## config.mk

```make
export PLATFORM = sky130hd
export DESIGN_NAME = haptic_alert_pattern_sequencer_unit_flat
export DESIGN_NICKNAME = d
export VERILOG_FILES = /design/src/design/hapseq_pkg.sv /design/src/design/hapseq_if.sv /design/src/design/haptic_alert_pattern_sequencer_unit.sv /design/src/flat_wrapper.sv
export SDC_FILE = /design/constraint.sdc
export NUM_CORES = 1
export LEC_CHECK = 0
export ABC_AREA = 0
export BUFFER_PORTS_ARGS = -buffer_cell sky130_fd_sc_hd__clkbuf_2
export CORE_ASPECT_RATIO = 1.2
export CORE_UTILIZATION = 55
export CTS_BUF_LIST = sky130_fd_sc_hd__clkbuf_4 sky130_fd_sc_hd__clkbuf_8
export CTS_CLUSTER_SIZE = 30
export DETAILED_ROUTE_END_ITERATION = 10
export PLACE_DENSITY = 0.75
export SYNTH_ARGS = -nofsm -noshare
export SYNTH_HDL_FRONTEND = slang
export SYNTH_SLANG_ARGS = --single-unit
export TNS_END_PERCENT = 50
```

## constraint.sdc

```tcl
create_clock -name clk -period 8.5 [get_ports clk]
set_input_delay 0.425 -clock clk [delete_from_list [all_inputs] [get_ports clk]]
set_output_delay 0.425 -clock clk [all_outputs]
set_load 0.02 [all_outputs]
```

## src/design/hapseq_pkg.sv

```systemverilog
// Shared types, codes and reset constants for the haptic alert sequencer.
`default_nettype none

package hapseq_pkg;

    localparam int CMD_W   = 2;
    localparam int TYPE_W  = 3;
    localparam int TIME_W  = 32;
    localparam int MS_W    = 10;
    localparam int GAP_W   = 16;
    localparam int CNT_W   = 2;
    localparam int FRAME_W = 3;
    localparam int CFG_IDX_W  = 2;
    localparam int CFG_DATA_W = 16;

    localparam logic [CMD_W-1:0] CMD_TICK  = 2'd0;
    localparam logic [CMD_W-1:0] CMD_START = 2'd1;
    localparam logic [CMD_W-1:0] CMD_STOP  = 2'd2;

    localparam logic [TYPE_W-1:0] ALERT_MESSAGE  = 3'd0;
    localparam logic [TYPE_W-1:0] ALERT_IDLE     = 3'd1;
    localparam logic [TYPE_W-1:0] ALERT_HR       = 3'd2;
    localparam logic [TYPE_W-1:0] ALERT_STEP     = 3'd3;
    localparam logic [TYPE_W-1:0] ALERT_PACE     = 3'd4;
    localparam logic [TYPE_W-1:0] ALERT_TRAIN_HR = 3'd5;

    localparam logic [FRAME_W-1:0] FRAME_CALL     = 3'd0;
    localparam logic [FRAME_W-1:0] FRAME_MESSAGE  = 3'd1;
    localparam logic [FRAME_W-1:0] FRAME_IDLE     = 3'd2;
    localparam logic [FRAME_W-1:0] FRAME_HR       = 3'd3;
    localparam logic [FRAME_W-1:0] FRAME_STEP     = 3'd4;
    localparam logic [FRAME_W-1:0] FRAME_PACE     = 3'd5;
    localparam logic [FRAME_W-1:0] FRAME_TRAIN_HR = 3'd6;

    localparam logic [CFG_IDX_W-1:0] REG_OFF_GAP      = 2'd0;
    localparam logic [CFG_IDX_W-1:0] REG_REMINDER_GAP = 2'd1;
    localparam logic [CFG_IDX_W-1:0] REG_SHORT_PULSE  = 2'd2;
    localparam logic [CFG_IDX_W-1:0] REG_LONG_PULSE   = 2'd3;

    localparam logic [MS_W-1:0]  OFF_GAP_RST      = 10'd400;
    localparam logic [GAP_W-1:0] REMINDER_GAP_RST = 16'd2000;
    localparam logic [MS_W-1:0]  SHORT_PULSE_RST  = 10'd40;
    localparam logic [MS_W-1:0]  LONG_PULSE_RST   = 10'd140;

    localparam logic [CNT_W-1:0] CNT_MAX = 2'd3;
    localparam logic [CNT_W-1:0] CNT_TWO = 2'd2;
    localparam logic [CNT_W-1:0] CNT_ONE = 2'd1;

    typedef enum logic [2:0] {
        PH_IDLE   = 3'd0,
        PH_SETUP  = 3'd1,
        PH_ON     = 3'd2,
        PH_OFF    = 3'd3,
        PH_REPEAT = 3'd4,
        PH_GAP    = 3'd5
    } phase_t;

    typedef struct packed {
        logic               valid;
        logic               show;
        logic [CNT_W-1:0]   ppb;
        logic [CNT_W-1:0]   limit;
        logic               long_pulse;
        logic [FRAME_W-1:0] frame;
    } alert_decode_t;

    function automatic logic [CNT_W-1:0] sat_inc(input logic [CNT_W-1:0] v);
        return (v == CNT_MAX) ? CNT_MAX : v + CNT_ONE;
    endfunction

endpackage

`default_nettype wire

```

## src/design/hapseq_if.sv

```systemverilog
// Request, result and configuration channel interfaces of the haptic alert sequencer.
`default_nettype none

interface hapseq_cmd_if;
    import hapseq_pkg::*;
    logic              valid;
    logic              ready;
    logic [CMD_W-1:0]  command;
    logic [TYPE_W-1:0] alert_type;
    logic              incoming_call;
    logic              outdoor_run;
    logic              asleep;
    logic              ota_active;
    logic [TIME_W-1:0] now_ms;

    modport source (output valid, command, alert_type, incoming_call, outdoor_run,
                    asleep, ota_active, now_ms, input ready);
    modport sink   (input valid, command, alert_type, incoming_call, outdoor_run,
                    asleep, ota_active, now_ms, output ready);
endinterface

interface hapseq_res_if;
    import hapseq_pkg::*;
    logic               valid;
    logic               ready;
    logic               motor_on;
    logic [MS_W-1:0]    pulse_ms;
    logic               display_request;
    logic [FRAME_W-1:0] display_frame;
    logic               busy_res;

    modport source (output valid, motor_on, pulse_ms, display_request, display_frame,
                    busy_res, input ready);
    modport sink   (input valid, motor_on, pulse_ms, display_request, display_frame,
                    busy_res, output ready);
endinterface

interface hapseq_cfg_if;
    import hapseq_pkg::*;
    logic                  valid;
    logic                  ready;
    logic [CFG_IDX_W-1:0]  index;
    logic [CFG_DATA_W-1:0] data;

    modport source (output valid, index, data, input ready);
    modport sink   (input valid, index, data, output ready);
endinterface

`default_nettype wire

```

## src/design/haptic_alert_pattern_sequencer_unit.sv

```systemverilog
// Haptic alert sequencer top level: command decode, sequencing state and result register.
//
// Channels: cmd carries one request per item (time step, start or stop alert);
// res returns exactly one result per request; cfg writes the four timing
// registers (index 0 off gap, 1 reminder gap, 2 short pulse, 3 long pulse).
// cfg is always ready and should only be written while no request is pending.
//
// The result register loads at the same edge that takes the request, so
// res.valid is high from the next cycle.
// Throughput: one request per cycle while the result register is empty or drained;
// all the work of one request (decode, a 32-bit add and compare for the gap
// timers, counter updates) is combinational ahead of the result register.
//
// Stalls: cmd.ready is high whenever the result register is empty or is
// being drained in the same cycle, so a stalled receiver holds back at most
// one result and the request side stops only while that result waits.
//
// Reset: rst_n clears the sequencer to idle, motor off, counters at zero,
// and loads the default timing (400, 2000, 40 and 140 ms). No result is valid.
`default_nettype none

module haptic_alert_pattern_sequencer_unit (
    input  wire logic    clk,
    input  wire logic    rst_n,
    hapseq_cmd_if.sink   cmd,
    hapseq_res_if.source res,
    hapseq_cfg_if.sink   cfg
);
    import hapseq_pkg::*;

    // configuration
    logic [MS_W-1:0]  off_gap_reg;
    logic [GAP_W-1:0] reminder_gap_reg;
    logic [MS_W-1:0]  short_pulse_reg;
    logic [MS_W-1:0]  long_pulse_reg;

    // sequencing state
    phase_t            phase_reg, phase_next;
    logic [CNT_W-1:0]  pulse_count_reg, pulse_count_next;
    logic [CNT_W-1:0]  burst_count_reg, burst_count_next;
    logic [CNT_W-1:0]  ppb_reg, ppb_next;
    logic [CNT_W-1:0]  limit_reg, limit_next;
    logic [MS_W-1:0]   pulse_len_reg, pulse_len_next;
    logic [TIME_W-1:0] mark_time_reg, mark_time_next;
    logic              motor_reg, motor_next;

    // result register
    logic               out_valid_reg;
    logic [MS_W-1:0]    out_pulse_reg, out_pulse_next;
    logic               out_req_reg, out_req_next;
    logic [FRAME_W-1:0] out_frame_reg, out_frame_next;

    logic          accept;
    logic          start_ok;
    logic          off_gap_done;
    logic          reminder_done;
    alert_decode_t dec;

    assign cmd.ready = !out_valid_reg || res.ready;
    assign accept    = cmd.valid && cmd.ready;
    assign cfg.ready = 1'b1;
    assign start_ok  = (cmd.command == CMD_START) && !cmd.asleep;

    assign off_gap_done  = cmd.now_ms > (mark_time_reg + TIME_W'(off_gap_reg));
    assign reminder_done = cmd.now_ms > (mark_time_reg + TIME_W'(reminder_gap_reg));

    // alert type to burst shape and frame
    always_comb
    begin
        dec = '{valid: 1'b1, show: 1'b1, ppb: CNT_TWO, limit: CNT_ONE,
                long_pulse: 1'b0, frame: FRAME_MESSAGE};
        unique case (cmd.alert_type)
            ALERT_MESSAGE:
            begin
                dec.limit = cmd.incoming_call ? CNT_MAX : CNT_ONE;
                dec.frame = cmd.incoming_call ? FRAME_CALL : FRAME_MESSAGE;
            end
            ALERT_IDLE:
            begin
                dec.limit = CNT_MAX;
                dec.frame = FRAME_IDLE;
            end
            ALERT_HR:
            begin
                dec.ppb   = CNT_MAX;
                dec.limit = CNT_TWO;
                dec.frame = FRAME_HR;
            end
            ALERT_STEP:
            begin
                dec.ppb        = CNT_MAX;
                dec.limit      = CNT_MAX;
                dec.long_pulse = 1'b1;
                dec.frame      = FRAME_STEP;
            end
            ALERT_PACE:
            begin
                dec.long_pulse = 1'b1;
                dec.frame      = FRAME_PACE;
                dec.show       = cmd.outdoor_run;
            end
            ALERT_TRAIN_HR:
            begin
                dec.long_pulse = 1'b1;
                dec.frame      = FRAME_TRAIN_HR;
                dec.show       = cmd.outdoor_run;
            end
            default:
            begin
                dec.valid = 1'b0;
                dec.show  = 1'b0;
            end
        endcase
    end

    // next state
    always_comb
    begin
        phase_next       = phase_reg;
        pulse_count_next = pulse_count_reg;
        burst_count_next = burst_count_reg;
        ppb_next         = ppb_reg;
        limit_next       = limit_reg;
        pulse_len_next   = pulse_len_reg;
        mark_time_next   = mark_time_reg;
        motor_next       = motor_reg;
        unique case (cmd.command)
            CMD_TICK:
            begin
                if (cmd.ota_active)
                begin
                    phase_next = PH_IDLE;
                    motor_next = 1'b0;
                end
                else
                begin
                    unique case (phase_reg)
                        PH_IDLE:
                        begin
                        end
                        PH_SETUP:
                        begin
                            burst_count_next = '0;
                            phase_next       = PH_ON;
                        end
                        PH_ON:
                        begin
                            mark_time_next = cmd.now_ms;
                            motor_next     = 1'b1;
                            phase_next     = PH_OFF;
                        end
                        PH_OFF:
                        begin
                            motor_next       = 1'b0;
                            mark_time_next   = cmd.now_ms;
                            pulse_count_next = sat_inc(pulse_count_reg);
                            phase_next       = PH_REPEAT;
                        end
                        PH_REPEAT:
                        begin
                            if (off_gap_done)
                            begin
                                if (pulse_count_reg >= ppb_reg)
                                begin
                                    phase_next       = PH_GAP;
                                    burst_count_next = sat_inc(burst_count_reg);
                                    mark_time_next   = cmd.now_ms;
                                end
                                else
                                begin
                                    phase_next = PH_ON;
                                end
                            end
                        end
                        PH_GAP:
                        begin
                            if (reminder_done)
                            begin
                                if (burst_count_reg >= limit_reg)
                                begin
                                    phase_next = PH_IDLE;
                                    motor_next = 1'b0;
                                end
                                else
                                begin
                                    phase_next       = PH_ON;
                                    pulse_count_next = '0;
                                end
                            end
                        end
                        default:
                        begin
                            phase_next = PH_IDLE;
                            motor_next = 1'b0;
                        end
                    endcase
                end
            end
            CMD_START:
            begin
                if (start_ok)
                begin
                    pulse_count_next = '0;
                    if (dec.valid)
                    begin
                        ppb_next       = dec.ppb;
                        limit_next     = dec.limit;
                        pulse_len_next = dec.long_pulse ? long_pulse_reg : short_pulse_reg;
                        phase_next     = PH_SETUP;
                    end
                end
            end
            CMD_STOP:
            begin
                phase_next = PH_IDLE;
                motor_next = 1'b0;
            end
            default:
            begin
            end
        endcase
    end

    // result fields
    always_comb
    begin
        out_pulse_next = '0;
        out_req_next   = 1'b0;
        out_frame_next = FRAME_CALL;
        if ((cmd.command == CMD_TICK) && !cmd.ota_active && (phase_reg == PH_ON))
            out_pulse_next = pulse_len_reg;
        if (start_ok && dec.show)
        begin
            out_req_next   = 1'b1;
            out_frame_next = dec.frame;
        end
    end

    always_ff @(posedge clk or negedge rst_n)
    begin
        if (!rst_n)
        begin
            off_gap_reg      <= OFF_GAP_RST;
            reminder_gap_reg <= REMINDER_GAP_RST;
            short_pulse_reg  <= SHORT_PULSE_RST;
            long_pulse_reg   <= LONG_PULSE_RST;
        end
        else if (cfg.valid && cfg.ready)
        begin
            unique case (cfg.index)
                REG_OFF_GAP:      off_gap_reg      <= cfg.data[MS_W-1:0];
                REG_REMINDER_GAP: reminder_gap_reg <= cfg.data[GAP_W-1:0];
                REG_SHORT_PULSE:  short_pulse_reg  <= cfg.data[MS_W-1:0];
                REG_LONG_PULSE:   long_pulse_reg   <= cfg.data[MS_W-1:0];
                default:
                begin
                end
            endcase
        end
    end

    always_ff @(posedge clk or negedge rst_n)
    begin
        if (!rst_n)
        begin
            phase_reg       <= PH_IDLE;
            pulse_count_reg <= '0;
            burst_count_reg <= '0;
            ppb_reg         <= '0;
            limit_reg       <= '0;
            pulse_len_reg   <= '0;
            mark_time_reg   <= '0;
            motor_reg       <= 1'b0;
        end
        else if (accept)
        begin
            phase_reg       <= phase_next;
            pulse_count_reg <= pulse_count_next;
            burst_count_reg <= burst_count_next;
            ppb_reg         <= ppb_next;
            limit_reg       <= limit_next;
            pulse_len_reg   <= pulse_len_next;
            mark_time_reg   <= mark_time_next;
            motor_reg       <= motor_next;
        end
    end

    always_ff @(posedge clk or negedge rst_n)
    begin
        if (!rst_n)
            out_valid_reg <= 1'b0;
        else if (accept)
            out_valid_reg <= 1'b1;
        else if (res.ready)
            out_valid_reg <= 1'b0;
    end

    // payload loads with the state registers, from the pre-request state and the request
    always_ff @(posedge clk)
    begin
        if (accept)
        begin
            out_pulse_reg <= out_pulse_next;
            out_req_reg   <= out_req_next;
            out_frame_reg <= out_frame_next;
        end
    end

    assign res.valid           = out_valid_reg;
    assign res.motor_on        = motor_reg;
    assign res.pulse_ms        = out_pulse_reg;
    assign res.display_request = out_req_reg;
    assign res.display_frame   = out_frame_reg;
    assign res.busy_res        = (phase_reg != PH_IDLE);

    // a stop always leaves the sequencer idle with the motor off
    a_stop_idles: assert property (@(posedge clk) disable iff (!rst_n)
        (accept && cmd.command == CMD_STOP) |=> (phase_reg == PH_IDLE && !motor_reg))
        else $error("stop request did not force idle");

    // the motor never runs while the sequencer is idle
    a_motor_busy: assert property (@(posedge clk) disable iff (!rst_n)
        motor_reg |-> (phase_reg != PH_IDLE))
        else $error("motor on while idle");

    // a launched pulse drives the motor
    a_pulse_motor: assert property (@(posedge clk) disable iff (!rst_n)
        (res.valid && res.pulse_ms != '0) |-> res.motor_on)
        else $error("pulse reported with motor off");

    // a display request only comes with an armed sequence
    a_display_busy: assert property (@(posedge clk) disable iff (!rst_n)
        (res.valid && res.display_request) |-> res.busy_res)
        else $error("display request while idle");

    // the state stays put while no request is accepted
    a_hold_state: assert property (@(posedge clk) disable iff (!rst_n)
        !accept |=> ($stable(phase_reg) && $stable(motor_reg)))
        else $error("state moved without a request");

endmodule

`default_nettype wire
```

## src/flat_wrapper.sv

```systemverilog
// flat-port wrapper written by rule: the top's interface ports become plain ports
module haptic_alert_pattern_sequencer_unit_flat import hapseq_pkg::*;
  (clk, rst_n, cmd_valid, cmd_command, cmd_alert_type, cmd_incoming_call, cmd_outdoor_run, cmd_asleep, cmd_ota_active, cmd_now_ms, cmd_ready, res_valid, res_motor_on, res_pulse_ms, res_display_request, res_display_frame, res_busy_res, res_ready, cfg_valid, cfg_index, cfg_data, cfg_ready);
  hapseq_cmd_if cmd_i ();
  hapseq_res_if res_i ();
  hapseq_cfg_if cfg_i ();
  input  wire logic clk;
  input  wire logic rst_n;
  input wire logic [$bits(cmd_i.valid)-1:0] cmd_valid;
  input wire logic [$bits(cmd_i.command)-1:0] cmd_command;
  input wire logic [$bits(cmd_i.alert_type)-1:0] cmd_alert_type;
  input wire logic [$bits(cmd_i.incoming_call)-1:0] cmd_incoming_call;
  input wire logic [$bits(cmd_i.outdoor_run)-1:0] cmd_outdoor_run;
  input wire logic [$bits(cmd_i.asleep)-1:0] cmd_asleep;
  input wire logic [$bits(cmd_i.ota_active)-1:0] cmd_ota_active;
  input wire logic [$bits(cmd_i.now_ms)-1:0] cmd_now_ms;
  output wire logic [$bits(cmd_i.ready)-1:0] cmd_ready;
  output wire logic [$bits(res_i.valid)-1:0] res_valid;
  output wire logic [$bits(res_i.motor_on)-1:0] res_motor_on;
  output wire logic [$bits(res_i.pulse_ms)-1:0] res_pulse_ms;
  output wire logic [$bits(res_i.display_request)-1:0] res_display_request;
  output wire logic [$bits(res_i.display_frame)-1:0] res_display_frame;
  output wire logic [$bits(res_i.busy_res)-1:0] res_busy_res;
  input wire logic [$bits(res_i.ready)-1:0] res_ready;
  input wire logic [$bits(cfg_i.valid)-1:0] cfg_valid;
  input wire logic [$bits(cfg_i.index)-1:0] cfg_index;
  input wire logic [$bits(cfg_i.data)-1:0] cfg_data;
  output wire logic [$bits(cfg_i.ready)-1:0] cfg_ready;
  assign cmd_i.valid = cmd_valid;
  assign cmd_i.command = cmd_command;
  assign cmd_i.alert_type = cmd_alert_type;
  assign cmd_i.incoming_call = cmd_incoming_call;
  assign cmd_i.outdoor_run = cmd_outdoor_run;
  assign cmd_i.asleep = cmd_asleep;
  assign cmd_i.ota_active = cmd_ota_active;
  assign cmd_i.now_ms = cmd_now_ms;
  assign cmd_ready = cmd_i.ready;
  assign res_valid = res_i.valid;
  assign res_motor_on = res_i.motor_on;
  assign res_pulse_ms = res_i.pulse_ms;
  assign res_display_request = res_i.display_request;
  assign res_display_frame = res_i.display_frame;
  assign res_busy_res = res_i.busy_res;
  assign res_i.ready = res_ready;
  assign cfg_i.valid = cfg_valid;
  assign cfg_i.index = cfg_index;
  assign cfg_i.data = cfg_data;
  assign cfg_ready = cfg_i.ready;
  haptic_alert_pattern_sequencer_unit u_core (.clk(clk), .rst_n(rst_n), .cmd(cmd_i), .res(res_i), .cfg(cfg_i));
endmodule
```

==> results of run 1 <==
==> per-stage QoR <==
stage / setup WS [ns] / cell area [um^2] / cells
6_report: 2.93 / 9350 / 1121
5_1_grt: 2.54 / 9350 / 1121
4_1_cts: 2.89 / 9350 / 1121
3_5_place_dp: 2.92 / 8930 / 1088
3_3_place_gp: 3.10 / 8930 / 1088
2_1_floorplan: 4.31 / 8350 / 823
==> final cells by class <==
cell class	count	area, um^2	area share (%)
clock buffer	18	241	2.58
timing repair buffer	86	448	4.79
inverter	32	120	1.29
sequential	115	2970	31.7
clock inverter	14	164	1.75
multi-input combinational	652	5150	55.1
tap	204	255	2.73
==> cell families (layout without fill, tap and decap cells) <==
logic type,Yosys count,in the layout
XOR/XNOR,55,55
AND/OR/NAND/NOR,229,229
other,1,1
AO/OA/AOI/OAI,177,177
multiplexers,91,91
adder cells (fa/ha/maj),99,99
buffers and inverters,56,150
flip-flops,115,115
==> metal layers <==
metal  vias up  global-route usage, %
met4         0                   8.15
li1       3175                      -
met3        22                   4.43
met5         -                      0
met2       100                   43.1
met1      3126                   30.9
==> worst min path at each step <==
stage                  from                     endpoint  slack (ns)  depth (start not counted)
6_report          cmd_valid             u_core.res.valid        0.18                          2
4_1_cts           cmd_valid             u_core.res.valid        0.16                          2
2_1_floorplan         rst_n    u_core.burst_count_reg[0]        0.13                          0
3_5_place_dp          rst_n  u_core.reminder_gap_reg[13]        0.39                          1
5_1_grt        cfg_data[10]  u_core.reminder_gap_reg[10]        0.18                          2
3_3_place_gp          rst_n  u_core.reminder_gap_reg[13]        0.39                          1
==> report_power, final <==
group	switching, W	internal (W)
clock	0.000261	0.000272
combinational	0.000393	0.000354
sequential	0.0000990	0.000665
==> worst max-delay path: stages (launching register included) <==
cell	delay [ns]
dfstp_2	0.54
ha_1	0.25
or2_2	0.29
a21oi_1	0.25
o31ai_1	0.11
a31oi_1	0.70
nor2_1	0.12
xnor2_1	0.17
ha_1	0.30
nand4_1	0.13
nor4_2	0.38
a221oi_1	0.12
o21ai_0	0.19
o211ai_2	0.17
a211oi_4	0.85
buf_4	0.49
mux2_2	0.38
==> synth_stat cells, drive strengths merged, types with 3 or more instances <==
cell    instances
nand4          18
nor3           11
inv            32
o21bai          4
nand2          65
nor4            5
edfxtp         14
nor2b           9
o211ai          9
buf             7
o21ai          46
or2             3
nand3b          3
nor2           40
dfrtp          87
xor2           30
clkbuf         17
o21a            7
a21o           12
ha             97
a21oi          59
or3             8
nand2b         13
nand3          20
and3           12
mux2i          13
a211oi          5
a221oi          7
xnor2          25
and4            4
dfstp          14
a31oi           6
and2           13
mux2           78
==> what timing repair did <==
action,CTS,global route
gates resized for setup,0,0
hold endpoints to repair,31,0
hold buffers,1,0
==> impl_metrics.xml, run 1 <==
<?xml version="1.0" encoding="UTF-8"?>
<metrics>
  <group name="die">
    <metric name="row_count" unit="">49</metric>
    <metric name="initial_utilization" unit="%">56.1</metric>
    <metric name="die_width" unit="um">115</metric>
    <metric name="die_h" unit="um">137</metric>
    <metric name="io_pins" unit="">83</metric>
    <metric name="coreArea" unit="um^2">14900</metric>
    <metric name="floorplan.die_area" unit="um^2">15700</metric>
  </group>
  <group name="detailed_routing">
    <metric name="via_per_inst" unit="">5.73</metric>
    <metric name="drc" unit="">0</metric>
    <metric name="final_antenna_net_count" unit="">0</metric>
    <metric name="routed-via-count" unit="">6423</metric>
    <metric name="m1WireLength" unit="um">8100</metric>
    <metric name="drt_iter0_drc" unit="">328</metric>
    <metric name="routed-wl-met3" unit="um">550</metric>
    <metric name="top_layer" unit="">met4</metric>
    <metric name="met2_wirelength" unit="um">9290</metric>
    <metric name="wl_per_cell" unit="um">16.3</metric>
    <metric name="totalWireLength" unit="um">18200</metric>
    <metric name="drt_pre_antenna_iters" unit="">5</metric>
  </group>
  <group name="final_layout">
    <metric name="leading_cell_type_in_the_layout_fill_and_taps_excluded" unit="">ha_1</metric>
    <metric name="layout_common_cells" unit="">ha_1, dfrtp_1, clkbuf_2, nand2_1, a21oi_1</metric>
    <metric name="layout-drive-gt1-share" unit="%">23.9</metric>
    <metric name="final_nets" unit="">1067</metric>
    <metric name="postLayoutCoreUtil" unit="%">62.7</metric>
    <metric name="n_antenna_cell" unit="">0</metric>
    <metric name="num-fill-cells" unit="">1253</metric>
    <metric name="largest_register_ff_count" unit="">32</metric>
    <metric name="layout-area-overhead-vs-synth" unit="%">11.9</metric>
  </group>
  <group name="logic_synthesis">
    <metric name="synth.area.mux_share" unit="%">13.4</metric>
    <metric name="library_cells_used_by_synthesis" unit="">66</metric>
    <metric name="yosys.area.top_type" unit="">dfrtp_1</metric>
    <metric name="synthCells" unit="">823</metric>
    <metric name="postSynth.asyncResetShare" unit="%">87.8</metric>
    <metric name="ys_top_cells_by_area" unit="">dfrtp_1, ha_1, mux2_2</metric>
    <metric name="count_of_flip_flops_with_a_built_in_enable_after_synthesis" unit="">14</metric>
    <metric name="synth-simple-area-share" unit="%">14.0</metric>
    <metric name="synth_xor_xnor_area_share" unit="%">5.77</metric>
    <metric name="synthAdderAreaFrac" unit="%">15.0</metric>
    <metric name="synthesized_netlist_net_count" unit="">986</metric>
    <metric name="netlist.area_leader.share" unit="%">26.1</metric>
    <metric name="synth_compound_area_share" unit="%">13.4</metric>
    <metric name="syn_avg_cell_area" unit="um^2">10.2</metric>
    <metric name="netlist_area" unit="um^2">8350</metric>
    <metric name="synth_top_family_by_area" unit="">adder cells</metric>
    <metric name="yosys_warnings" unit="">0</metric>
    <metric name="ys_dominant_reg_cell" unit="">dfrtp_1</metric>
    <metric name="postSynthRegisterBits" unit="">115</metric>
    <metric name="seq_area_frac_synth" unit="%">35.5</metric>
  </group>
  <group name="critical_path">
    <metric name="worst-endpoint-required" unit="ns">8.84</metric>
    <metric name="critical_path.endpoint_type" unit="">register</metric>
    <metric name="rr_endpoint" unit="">u_core.mark_time_reg[31]</metric>
    <metric name="worstSetupEndpoint" unit="">u_core.mark_time_reg[31]</metric>
    <metric name="critical_path_peak_fanout" unit="">20</metric>
    <metric name="crit_start" unit="">u_core.off_gap_reg[4]</metric>
    <metric name="reg2reg_slack" unit="ns">2.93</metric>
    <metric name="worstPathArrival" unit="ns">5.90</metric>
    <metric name="cp-start-kind" unit="">register</metric>
    <metric name="setup.worst_path.class" unit="">reg -&gt; reg</metric>
    <metric name="timing.reg2reg.worst_path_depth" unit="">16</metric>
    <metric name="worst_r2r_startpoint" unit="">u_core.off_gap_reg[4]</metric>
  </group>
  <group name="sta">
    <metric name="final.period_utilization" unit="%">65.5</metric>
    <metric name="final.min_clock_period" unit="ns">5.57</metric>
    <metric name="max_freq" unit="MHz">180</metric>
    <metric name="skew" unit="ns">0.0105</metric>
    <metric name="final_hold_viol_count" unit="">0</metric>
    <metric name="final.hold.worst_slack" unit="ns">0.183</metric>
    <metric name="slew_violations" unit="">0</metric>
    <metric name="report.final.setup_viol" unit="">0</metric>
    <metric name="relSlewSlack" unit="%">32.1</metric>
    <metric name="timing_worst_slew_pin_value" unit="ns">1.01</metric>
    <metric name="unrepaired_setup_endpoints_after_global_routing" unit="">false</metric>
    <metric name="tns" unit="ns">0</metric>
  </group>
  <group name="clocking">
    <metric name="insertion_delay" unit="ns">0.45</metric>
    <metric name="ctsLongestPathBuffers" unit="">2</metric>
    <metric name="clockRootBuffer" unit="">clkbuf_8</metric>
    <metric name="tritoncts_clock_tree" unit="">done</metric>
    <metric name="cts.sink_count" unit="">115</metric>
    <metric name="postCtsSetupBuffers" unit="">0</metric>
    <metric name="cts.reportedPaths.clkPinSlew" unit="ns">0.07</metric>
    <metric name="cts_max_level" unit="">4</metric>
    <metric name="cts_made_buffers" unit="">17</metric>
  </group>
  <group name="grt">
    <metric name="first_global_vias" unit="">6210</metric>
    <metric name="global_route_total_usage_across_every_layer" unit="%">24.7</metric>
    <metric name="gr-total-overflow" unit="">0</metric>
    <metric name="grt_start_max_net_pins" unit="">71</metric>
    <metric name="wire_length_of_the_first_global_routing_pass" unit="um">30000</metric>
    <metric name="antenna_violations_before_repair" unit="">0</metric>
  </group>
  <group name="pwr">
    <metric name="worst_ir_drop_vdd" unit="mV">0.154</metric>
    <metric name="power.density" unit="nW/um^2">219</metric>
    <metric name="report.power.total" unit="W">0.00204</metric>
    <metric name="p_leak" unit="nW">4.22</metric>
  </group>
  <group name="placed_design">
    <metric name="port_buffers" unit="">81</metric>
    <metric name="detailed_place_hpwl" unit="um">14100</metric>
    <metric name="gp_routability_congestion" unit="">0.890</metric>
  </group>
  <group name="job">
    <metric name="timing.max_cap.violations" unit="">0</metric>
  </group>
  <group name="worst_hold_path">
    <metric name="hp-class" unit="">in -&gt; reg</metric>
  </group>
  <group name="status">
    <metric name="status" unit="">completed</metric>
  </group>
</metrics>
Power figures use the tool's default switching activity.
==> run 2, diff against run 1 <==
- ABC_AREA: 0 -> 1
- clock period: 8.5 -> 5.65 ns (I/O delays scaled with it)
==> run 2 against run 1 <==
Die area is 0.97% higher; first-iteration DRC count grew 55%; global-route usage increased by 3.8 points; highest routed layer unchanged; sequential share of layout area is 0.24 points lower; clock skew fell by 0.0019 ns; critical endpoint is now u_core.phase_reg[2]; largest power group unchanged.
==> impl_metrics.xml, run 2 <==
<?xml version="1.0" encoding="UTF-8"?>
<metrics>
  <group name="detailed_routing">
    <metric name="top_layer" unit="">met4</metric>
    <metric name="via_per_inst" unit="">5.38</metric>
    <metric name="wl_per_cell" unit="um">15.0</metric>
    <metric name="final_antenna_net_count" unit="">0</metric>
    <metric name="routed-wl-met3" unit="um">728</metric>
    <metric name="met2_wirelength" unit="um">10500</metric>
    <metric name="m1WireLength" unit="um">8960</metric>
    <metric name="drc" unit="">0</metric>
    <metric name="drt_pre_antenna_iters" unit="">4</metric>
    <metric name="routed-via-count" unit="">7486</metric>
    <metric name="drt_iter0_drc" unit="">510</metric>
    <metric name="totalWireLength" unit="um">20800</metric>
  </group>
  <group name="critical_path">
    <metric name="path_common_cell" unit="">nand2_1</metric>
    <metric name="timing.critical_path.max_delay_family" unit="">simple AND/OR/NAND/NOR gates</metric>
    <metric name="setup.worst_path.class" unit="">reg -&gt; reg</metric>
    <metric name="worstPathArrival" unit="ns">4.71</metric>
    <metric name="cp_cell_sequence" unit="">ha_1 &gt; inv_1 &gt; fa_1 &gt; o21ai_2 &gt; a21boi_2 &gt; o21ai_0 &gt; a21oi_1 &gt; nor2_1 &gt; nand2_1 &gt; xor2_1 &gt; ha_1 &gt; nand2_1 &gt; nor2_1 &gt; nand2_1 &gt; nor4_1 &gt; nand2_1 &gt; nand2_1 &gt; nand2_1 &gt; a21oi_1 &gt; nand2_1 &gt; nand2_1 &gt; nand2_1</metric>
    <metric name="critical_path_peak_fanout" unit="">4</metric>
    <metric name="cp-start-kind" unit="">register</metric>
    <metric name="critical_path.endpoint_type" unit="">register</metric>
    <metric name="max_stage_delay" unit="ns">0.41</metric>
    <metric name="worst_path_max_delay_cell" unit="">fa_1</metric>
    <metric name="worst-endpoint-required" unit="ns">5.99</metric>
    <metric name="cp.buffers_inverters" unit="">1</metric>
  </group>
  <group name="worst_hold_path">
    <metric name="hp-class" unit="">in -&gt; reg</metric>
  </group>
  <group name="final_layout">
    <metric name="largest_register_ff_count" unit="">32</metric>
    <metric name="ff_latch_area" unit="um^2">2970</metric>
    <metric name="n_antenna_cell" unit="">0</metric>
    <metric name="layout-drive-gt1-share" unit="%">12.9</metric>
    <metric name="leading_cell_type_in_the_layout_fill_and_taps_excluded" unit="">nand2_1</metric>
    <metric name="num-fill-cells" unit="">1419</metric>
    <metric name="layout-area-overhead-vs-synth" unit="%">11.6</metric>
    <metric name="area_used_by_multi_input_combinational_logic" unit="um^2">4910</metric>
    <metric name="postLayoutCoreUtil" unit="%">62.9</metric>
    <metric name="final_nets" unit="">1338</metric>
    <metric name="layout_common_cells" unit="">nand2_1, inv_1, nor2_1, ha_1, dfrtp_1</metric>
    <metric name="final_cell_area_excluding_filler_cells" unit="um^2">9420</metric>
  </group>
  <group name="pwr">
    <metric name="power.density" unit="nW/um^2">282</metric>
    <metric name="worst_ir_drop_vdd" unit="mV">0.211</metric>
    <metric name="p_leak" unit="nW">4.60</metric>
  </group>
  <group name="clocking">
    <metric name="cts.sink_count" unit="">115</metric>
    <metric name="post_cts_hold_buffer_count" unit="">1</metric>
    <metric name="postCtsSetupBuffers" unit="">0</metric>
    <metric name="cts.reportedPaths.clkPinSlew" unit="ns">0.07</metric>
    <metric name="clockRootBuffer" unit="">clkbuf_8</metric>
    <metric name="cts_max_level" unit="">4</metric>
    <metric name="insertion_delay" unit="ns">0.45</metric>
    <metric name="ctsLongestPathBuffers" unit="">2</metric>
    <metric name="cts_made_buffers" unit="">17</metric>
    <metric name="tritoncts_clock_tree" unit="">done</metric>
    <metric name="postCtsResizedCells" unit="">0</metric>
  </group>
  <group name="placed_design">
    <metric name="port_buffers" unit="">81</metric>
    <metric name="dp_worst_setup_slack" unit="ns">1.33</metric>
    <metric name="detailed_place_hpwl" unit="um">16200</metric>
    <metric name="placedInstanceArea" unit="um^2">9000</metric>
    <metric name="gp_routability_congestion" unit="">0.935</metric>
  </group>
  <group name="die">
    <metric name="coreArea" unit="um^2">15000</metric>
    <metric name="die_h" unit="um">138</metric>
    <metric name="io_pins" unit="">83</metric>
    <metric name="floorplan.die_area" unit="um^2">15800</metric>
    <metric name="die_width" unit="um">115</metric>
    <metric name="initial_utilization" unit="%">56.4</metric>
    <metric name="row_count" unit="">49</metric>
  </group>
  <group name="sta">
    <metric name="max_freq" unit="MHz">229</metric>
    <metric name="slew_violations" unit="">0</metric>
    <metric name="setup_slack" unit="ns">1.29</metric>
    <metric name="skew" unit="ns">0.00852</metric>
    <metric name="unrepaired_setup_endpoints_after_global_routing" unit="">false</metric>
    <metric name="timing_worst_slew_pin_value" unit="ns">0.995</metric>
    <metric name="final.min_clock_period" unit="ns">4.36</metric>
    <metric name="final.period_utilization" unit="%">77.2</metric>
    <metric name="tns" unit="ns">0</metric>
    <metric name="final_hold_viol_count" unit="">0</metric>
    <metric name="report.final.setup_viol" unit="">0</metric>
    <metric name="relSlewSlack" unit="%">33.5</metric>
  </group>
  <group name="grt">
    <metric name="global_route_total_usage_across_every_layer" unit="%">28.6</metric>
    <metric name="grt_start_max_net_pins" unit="">53</metric>
    <metric name="first_global_vias" unit="">7286</metric>
    <metric name="gr-total-overflow" unit="">0</metric>
    <metric name="antenna_violations_before_repair" unit="">0</metric>
    <metric name="wire_length_of_the_first_global_routing_pass" unit="um">34800</metric>
  </group>
  <group name="logic_synthesis">
    <metric name="synth_common_cells" unit="">nand2_1, inv_1, nor2_1</metric>
    <metric name="ys_dominant_reg_cell" unit="">dfrtp_1</metric>
    <metric name="synthesized_netlist_net_count" unit="">1257</metric>
    <metric name="yosys_warnings" unit="">0</metric>
    <metric name="netlist.area_leader.share" unit="%">25.8</metric>
    <metric name="syn_avg_cell_area" unit="um^2">7.71</metric>
    <metric name="seq_area_frac_synth" unit="%">35.1</metric>
    <metric name="postSynth.asyncResetShare" unit="%">87.8</metric>
    <metric name="library_cells_used_by_synthesis" unit="">48</metric>
    <metric name="synthCells" unit="">1094</metric>
    <metric name="ys_top_cells_by_area" unit="">dfrtp_1, ha_1, nand2_1</metric>
    <metric name="yosys.area.top_type" unit="">dfrtp_1</metric>
    <metric name="synthMostInstantiatedCell" unit="">nand2_1</metric>
    <metric name="postSynthRegisterBits" unit="">115</metric>
    <metric name="netlist_area" unit="um^2">8440</metric>
    <metric name="count_of_flip_flops_with_a_built_in_enable_after_synthesis" unit="">14</metric>
  </group>
  <group name="job">
    <metric name="timing.max_cap.violations" unit="">0</metric>
  </group>
  <group name="status">
    <metric name="status" unit="">completed</metric>
  </group>
</metrics>
run 2: changes by cell type after synthesis, sizes merged, moves of 15 or more:
cell / before / now
inv: 32 / 117
mux2: 78 / 6
nor2: 40 / 102
nand3: 20 / 64
o21ai: 46 / 81
a21oi: 59 / 74
nand2: 65 / 287
run 2: worst reg2reg max path, stage by stage, from the launching register on:
cell,delay [ns]
dfrtp_1,0.38
ha_1,0.19
inv_1,0.06
fa_1,0.41
o21ai_2,0.31
a21boi_2,0.12
o21ai_0,0.38
a21oi_1,0.25
nor2_1,0.20
nand2_1,0.08
xor2_1,0.15
ha_1,0.28
nand2_1,0.06
nor2_1,0.14
nand2_1,0.09
nor4_1,0.37
nand2_1,0.11
nand2_1,0.09
nand2_1,0.08
a21oi_1,0.26
nand2_1,0.14
nand2_1,0.07
nand2_1,0.05
run 2: cell families after synthesis:
group,after synthesis,synth area share (%)
AND/OR/NAND/NOR,488,23.9
AO/OA/AOI/OAI,187,12.5
multiplexers,6,0.801
other,1,0.0444
buffers and inverters,140,6.73
flip-flops,115,35.1
XOR/XNOR,58,6.02
adder cells (fa/ha/maj),99,14.9
run 2: per-stage QoR:
| stage | instances | hold WS, ns | total power (W) |
|---|---|---|---|
| after floorplan | 1094 | -0.0131 | 0.00163 |
| after global placement | 1359 | 0.379 | 0.00184 |
| after detailed placement | 1359 | 0.375 | 0.00186 |
| after CTS | 1392 | 0.0434 | 0.00267 |
| after global routing | 1392 | 0.0517 | 0.00284 |
| final | 1392 | 0.0580 | 0.00266 |
run 2: worst paths after layout:
path | start | endpoint | slack, ns | cells after the start
worst max-delay path | u_core.mark_time_reg[0] | u_core.phase_reg[2] | 1.29 | 22
worst min-delay path | cfg_data[15] | u_core.reminder_gap_reg[15] | 0.06 | 2
worst max register to register | u_core.mark_time_reg[0] | u_core.phase_reg[2] | 1.29 | 22
worst min register to register | u_core.ppb_reg[1] | u_core.ppb_reg[1] | 0.46 | 2
max in group asynchronous | rst_n | u_core.short_pulse_reg[8] | 4.13 | 3
min in group asynchronous | rst_n | u_core.reminder_gap_reg[15] | 0.42 | 2
run 2: cell type report:
type,instances,area share [%]
Inverter,117,4.66
Tap cell,204,2.71
Multi-Input combinational cell,839,52.1
Timing Repair Buffer,85,4.68
Sequential cell,115,31.5
Clock inverter,13,1.69
Clock buffer,19,2.64
run 2: per-layer routing:
| metal | GRT usage [%] | vias to the layer above |
|---|---|---|
| li1 | - | 3788 |
| met1 | 33.9 | 3487 |
| met2 | 50.3 | 162 |
| met3 | 4.84 | 49 |
| met4 | 13.1 | 0 |
| met5 | 0 | - |
run 2: power breakdown:
part	internal (W)	total (W)	switching [W]
Sequential	0.000971	0.00106	0.0000917
Combinational	0.000314	0.000792	0.000477
Clock	0.000446	0.000803	0.000357
Total	0.00173	0.00266	0.000926
==> run 3, diff against run 2 <==
- ABC_AREA: 1 -> 0
- PLACE_DENSITY: 0.75 -> 0.78
- clock period: 5.65 -> 3.92 ns (I/O delays scaled with it)
==> run 3 against run 2 <==
The run now ends with setup timing left; flip-flop and latch count is the same; non-clock buffer count grew 112; sequential share of layout area shrank 3.0 points; clock skew grew 0.0035 ns; fmax shrank 0.15%; final cell count shrank 11%; via count shrank 5.7%; sequential power grew 53%; clock-buffer cell count shrank 2; design area grew 11%; critical path type unchanged; largest cell class unchanged.
==> impl_metrics.xml, run 3 (synthesis gave the netlist of run 1 again) <==
<?xml version="1.0" encoding="UTF-8"?>
<metrics>
  <group name="critical_path">
    <metric name="worst_path_max_delay_cell" unit="">dfrtp_1</metric>
    <metric name="setup.worst_path.class" unit="">reg -&gt; reg</metric>
    <metric name="critical_path.endpoint_type" unit="">register</metric>
    <metric name="worst_r2r_startpoint" unit="">u_core.mark_time_reg[0]</metric>
    <metric name="worst-endpoint-required" unit="ns">4.25</metric>
    <metric name="worstPathArrival" unit="ns">4.70</metric>
    <metric name="reg2reg_slack" unit="ns">-0.45</metric>
    <metric name="critical_path_peak_fanout" unit="">6</metric>
    <metric name="cp_cell_sequence" unit="">ha_2 &gt; inv_2 &gt; fa_2 &gt; nor2b_2 &gt; o21ai_2 &gt; a21oi_2 &gt; o211ai_1 &gt; a21oi_2 &gt; buf_4 &gt; nand2_2 &gt; xor2_1 &gt; ha_1 &gt; nand4_1 &gt; nor4_4 &gt; nand2_1 &gt; a31oi_4 &gt; o211ai_2 &gt; a211oi_4 &gt; buf_4 &gt; buf_12 &gt; mux2_4</metric>
    <metric name="rr_endpoint" unit="">u_core.mark_time_reg[14]</metric>
    <metric name="crit_start" unit="">u_core.mark_time_reg[0]</metric>
    <metric name="cp-start-kind" unit="">register</metric>
    <metric name="worstSetupEndpoint" unit="">u_core.mark_time_reg[14]</metric>
    <metric name="timing.reg2reg.worst_path_depth" unit="">21</metric>
    <metric name="max_stage_delay" unit="ns">0.38</metric>
  </group>
  <group name="detailed_routing">
    <metric name="drc" unit="">0</metric>
    <metric name="wl_per_cell" unit="um">17.0</metric>
    <metric name="totalWireLength" unit="um">21000</metric>
    <metric name="drt_pre_antenna_iters" unit="">5</metric>
    <metric name="final_antenna_net_count" unit="">0</metric>
    <metric name="drt_iter0_drc" unit="">374</metric>
    <metric name="via_per_inst" unit="">5.73</metric>
    <metric name="routed-via-count" unit="">7057</metric>
  </group>
  <group name="placed_design">
    <metric name="placedInstanceArea" unit="um^2">9580</metric>
    <metric name="port_buffers" unit="">81</metric>
    <metric name="gp_routability_congestion" unit="">0.888</metric>
    <metric name="dp_cells" unit="">1170</metric>
    <metric name="detailed_place_hpwl" unit="um">15200</metric>
  </group>
  <group name="final_layout">
    <metric name="largest_register_ff_count" unit="">32</metric>
    <metric name="final_nets" unit="">1178</metric>
    <metric name="layout.cells.non_filler" unit="">1232</metric>
    <metric name="n_antenna_cell" unit="">0</metric>
    <metric name="postLayoutCoreUtil" unit="%">69.9</metric>
    <metric name="layout_common_cells" unit="">buf_4, ha_1, dfrtp_1, clkbuf_2, nand2_1</metric>
    <metric name="layout-drive-gt1-share" unit="%">33.9</metric>
    <metric name="leading_cell_type_in_the_layout_fill_and_taps_excluded" unit="">buf_4</metric>
    <metric name="layout-area-overhead-vs-synth" unit="%">24.7</metric>
    <metric name="final_cell_area_excluding_filler_cells" unit="um^2">10400</metric>
  </group>
  <group name="die">
    <metric name="io_pins" unit="">83</metric>
    <metric name="floorplan.die_area" unit="um^2">15700</metric>
    <metric name="initial_utilization" unit="%">56.1</metric>
    <metric name="die_h" unit="um">137</metric>
    <metric name="row_count" unit="">49</metric>
    <metric name="die_width" unit="um">115</metric>
    <metric name="coreArea" unit="um^2">14900</metric>
  </group>
  <group name="pwr">
    <metric name="clock_power_share" unit="%">22.7</metric>
    <metric name="worst_ir_drop_vdd" unit="mV">0.231</metric>
    <metric name="p_leak" unit="nW">4.81</metric>
    <metric name="sw_frac_of_total" unit="%">38.3</metric>
    <metric name="power.share.sequential" unit="%">34.1</metric>
    <metric name="power.density" unit="nW/um^2">457</metric>
    <metric name="switchingPower" unit="W">0.00182</metric>
    <metric name="internal-power" unit="W">0.00294</metric>
    <metric name="power_frac_comb" unit="%">43.3</metric>
  </group>
  <group name="sta">
    <metric name="final_hold_viol_count" unit="">0</metric>
    <metric name="timing_worst_slew_pin_value" unit="ns">1.00</metric>
    <metric name="final.period_utilization" unit="%">111</metric>
    <metric name="skew" unit="ns">0.0120</metric>
    <metric name="final.min_clock_period" unit="ns">4.37</metric>
    <metric name="slew_violations" unit="">0</metric>
    <metric name="relSlewSlack" unit="%">32.8</metric>
    <metric name="max_freq" unit="MHz">229</metric>
    <metric name="unrepaired_setup_endpoints_after_global_routing" unit="">true</metric>
    <metric name="setup_slack" unit="ns">-0.449</metric>
    <metric name="report.final.setup_viol" unit="">40</metric>
  </group>
  <group name="worst_hold_path">
    <metric name="hp-class" unit="">in -&gt; reg</metric>
    <metric name="hold_path_startpoint" unit="">cmd_now_ms[29]</metric>
  </group>
  <group name="status">
    <metric name="status" unit="">finished, violations left</metric>
    <metric name="failed_checks" unit="">setup timing</metric>
  </group>
  <group name="clocking">
    <metric name="cts.sink_count" unit="">115</metric>
    <metric name="insertion_delay" unit="ns">0.45</metric>
    <metric name="tritoncts_clock_tree" unit="">done</metric>
    <metric name="cts_made_buffers" unit="">17</metric>
    <metric name="clockRootBuffer" unit="">clkbuf_8</metric>
    <metric name="cts_max_level" unit="">4</metric>
    <metric name="ctsLongestPathBuffers" unit="">2</metric>
    <metric name="cts.reportedPaths.clkPinSlew" unit="ns">0.09</metric>
  </group>
  <group name="job">
    <metric name="timing.max_cap.violations" unit="">0</metric>
  </group>
  <group name="grt">
    <metric name="groute.layer.met3.usage" unit="%">5.27</metric>
    <metric name="global_route.usage.met1" unit="%">32.5</metric>
    <metric name="global_route_total_usage_across_every_layer" unit="%">28.2</metric>
    <metric name="gr-total-overflow" unit="">0</metric>
    <metric name="first_global_vias" unit="">7158</metric>
    <metric name="wire_length_of_the_first_global_routing_pass" unit="um">34300</metric>
    <metric name="antenna_violations_before_repair" unit="">0</metric>
    <metric name="grt_use_met2" unit="%">50.4</metric>
    <metric name="grt_peak_use_layer" unit="">met2</metric>
    <metric name="grt_start_max_net_pins" unit="">72</metric>
  </group>
</metrics>
[run 3: cell count changes in the layout (fill, tap and decap cells not counted), sizes merged, moves of 44 or more]
cell,change
buf,+100
nand3,-44
nor2,-62
nand2,-222
inv,-75
mux2,+72
[run 3: area by class of cell]
type / instances / area (um^2)
multi-input cells: 652 / 5330
fillers: 1075 / 4480
flip-flops and latches: 115 / 2970
repair buffers: 197 / 1380
well taps: 204 / 255
clock buffers: 17 / 234
clock inverters: 15 / 134
inverters: 32 / 120
[run 3: worst max-delay path, delay by kind of cell, from the launching register on]
kind,cells,cell delay (ns)
AO/OA/AOI/OAI,7,1.27
XOR/XNOR,1,0.16
flip-flops,1,0.38
adder cells (fa/ha/maj),3,0.85
multiplexers,1,0.30
AND/OR/NAND/NOR,5,0.75
buffers and inverters,4,0.56
[run 3: worst min-delay path by stage]
stage | to | slack (ns) | cells after the start
after floorplan | u_core.burst_count_reg[0] | -0.1 | 0
after global placement | u_core.limit_reg[0] | 0.37 | 1
after detailed placement | u_core.limit_reg[1] | 0.37 | 1
after CTS | u_core.mark_time_reg[29] | 0.0004 | 2
after global routing | u_core.mark_time_reg[29] | 0.01 | 2
final | u_core.mark_time_reg[29] | 0.03 | 2
[run 3: per-layer routing]
layer  vias up  share of wire (%)
met5         -                  0
met4         0                3.0
met3        56                3.7
met2       193                 52
met1      3408                 41
li1       3400                  -
[run 3: per-stage QoR]
| stage | worst slack [ns] | TNS (ns) | hold WS, ns | total power (W) |
|---|---|---|---|---|
| after floorplan | -0.0336 | -1.01 | -0.0996 | 0.00288 |
| after global placement | -0.435 | -13.91 | 0.374 | 0.00350 |
| final | -0.449 | -15.45 | 0.0313 | 0.00477 |
| after detailed placement | -0.553 | -18.17 | 0.375 | 0.00356 |
| after global routing | -0.690 | -25.00 | 0.0108 | 0.00510 |
| after CTS | -0.394 | -12.69 | 0.000422 | 0.00475 |
[run 3: power by group through the flow]
stage          Sequential, W  Combinational [W]  Clock, W
2_1_floorplan        0.00159            0.00129         0
3_3_place_gp         0.00163            0.00187         0
3_5_place_dp         0.00164            0.00192         0
4_1_cts              0.00162            0.00203   0.00110
5_1_grt              0.00165            0.00230   0.00114
6_report             0.00162            0.00206   0.00108
[run 3: repair_timing]
item | in CTS | in global routing
hold endpoints to repair | 68 | 0
gates resized for setup | 43 | 3
hold buffers | 13 | 0
setup buffers | 15 | 2
pin swaps | 8 | 4
gates cloned | 3 | 0
endpoints found under the setup margin | 40 | 40
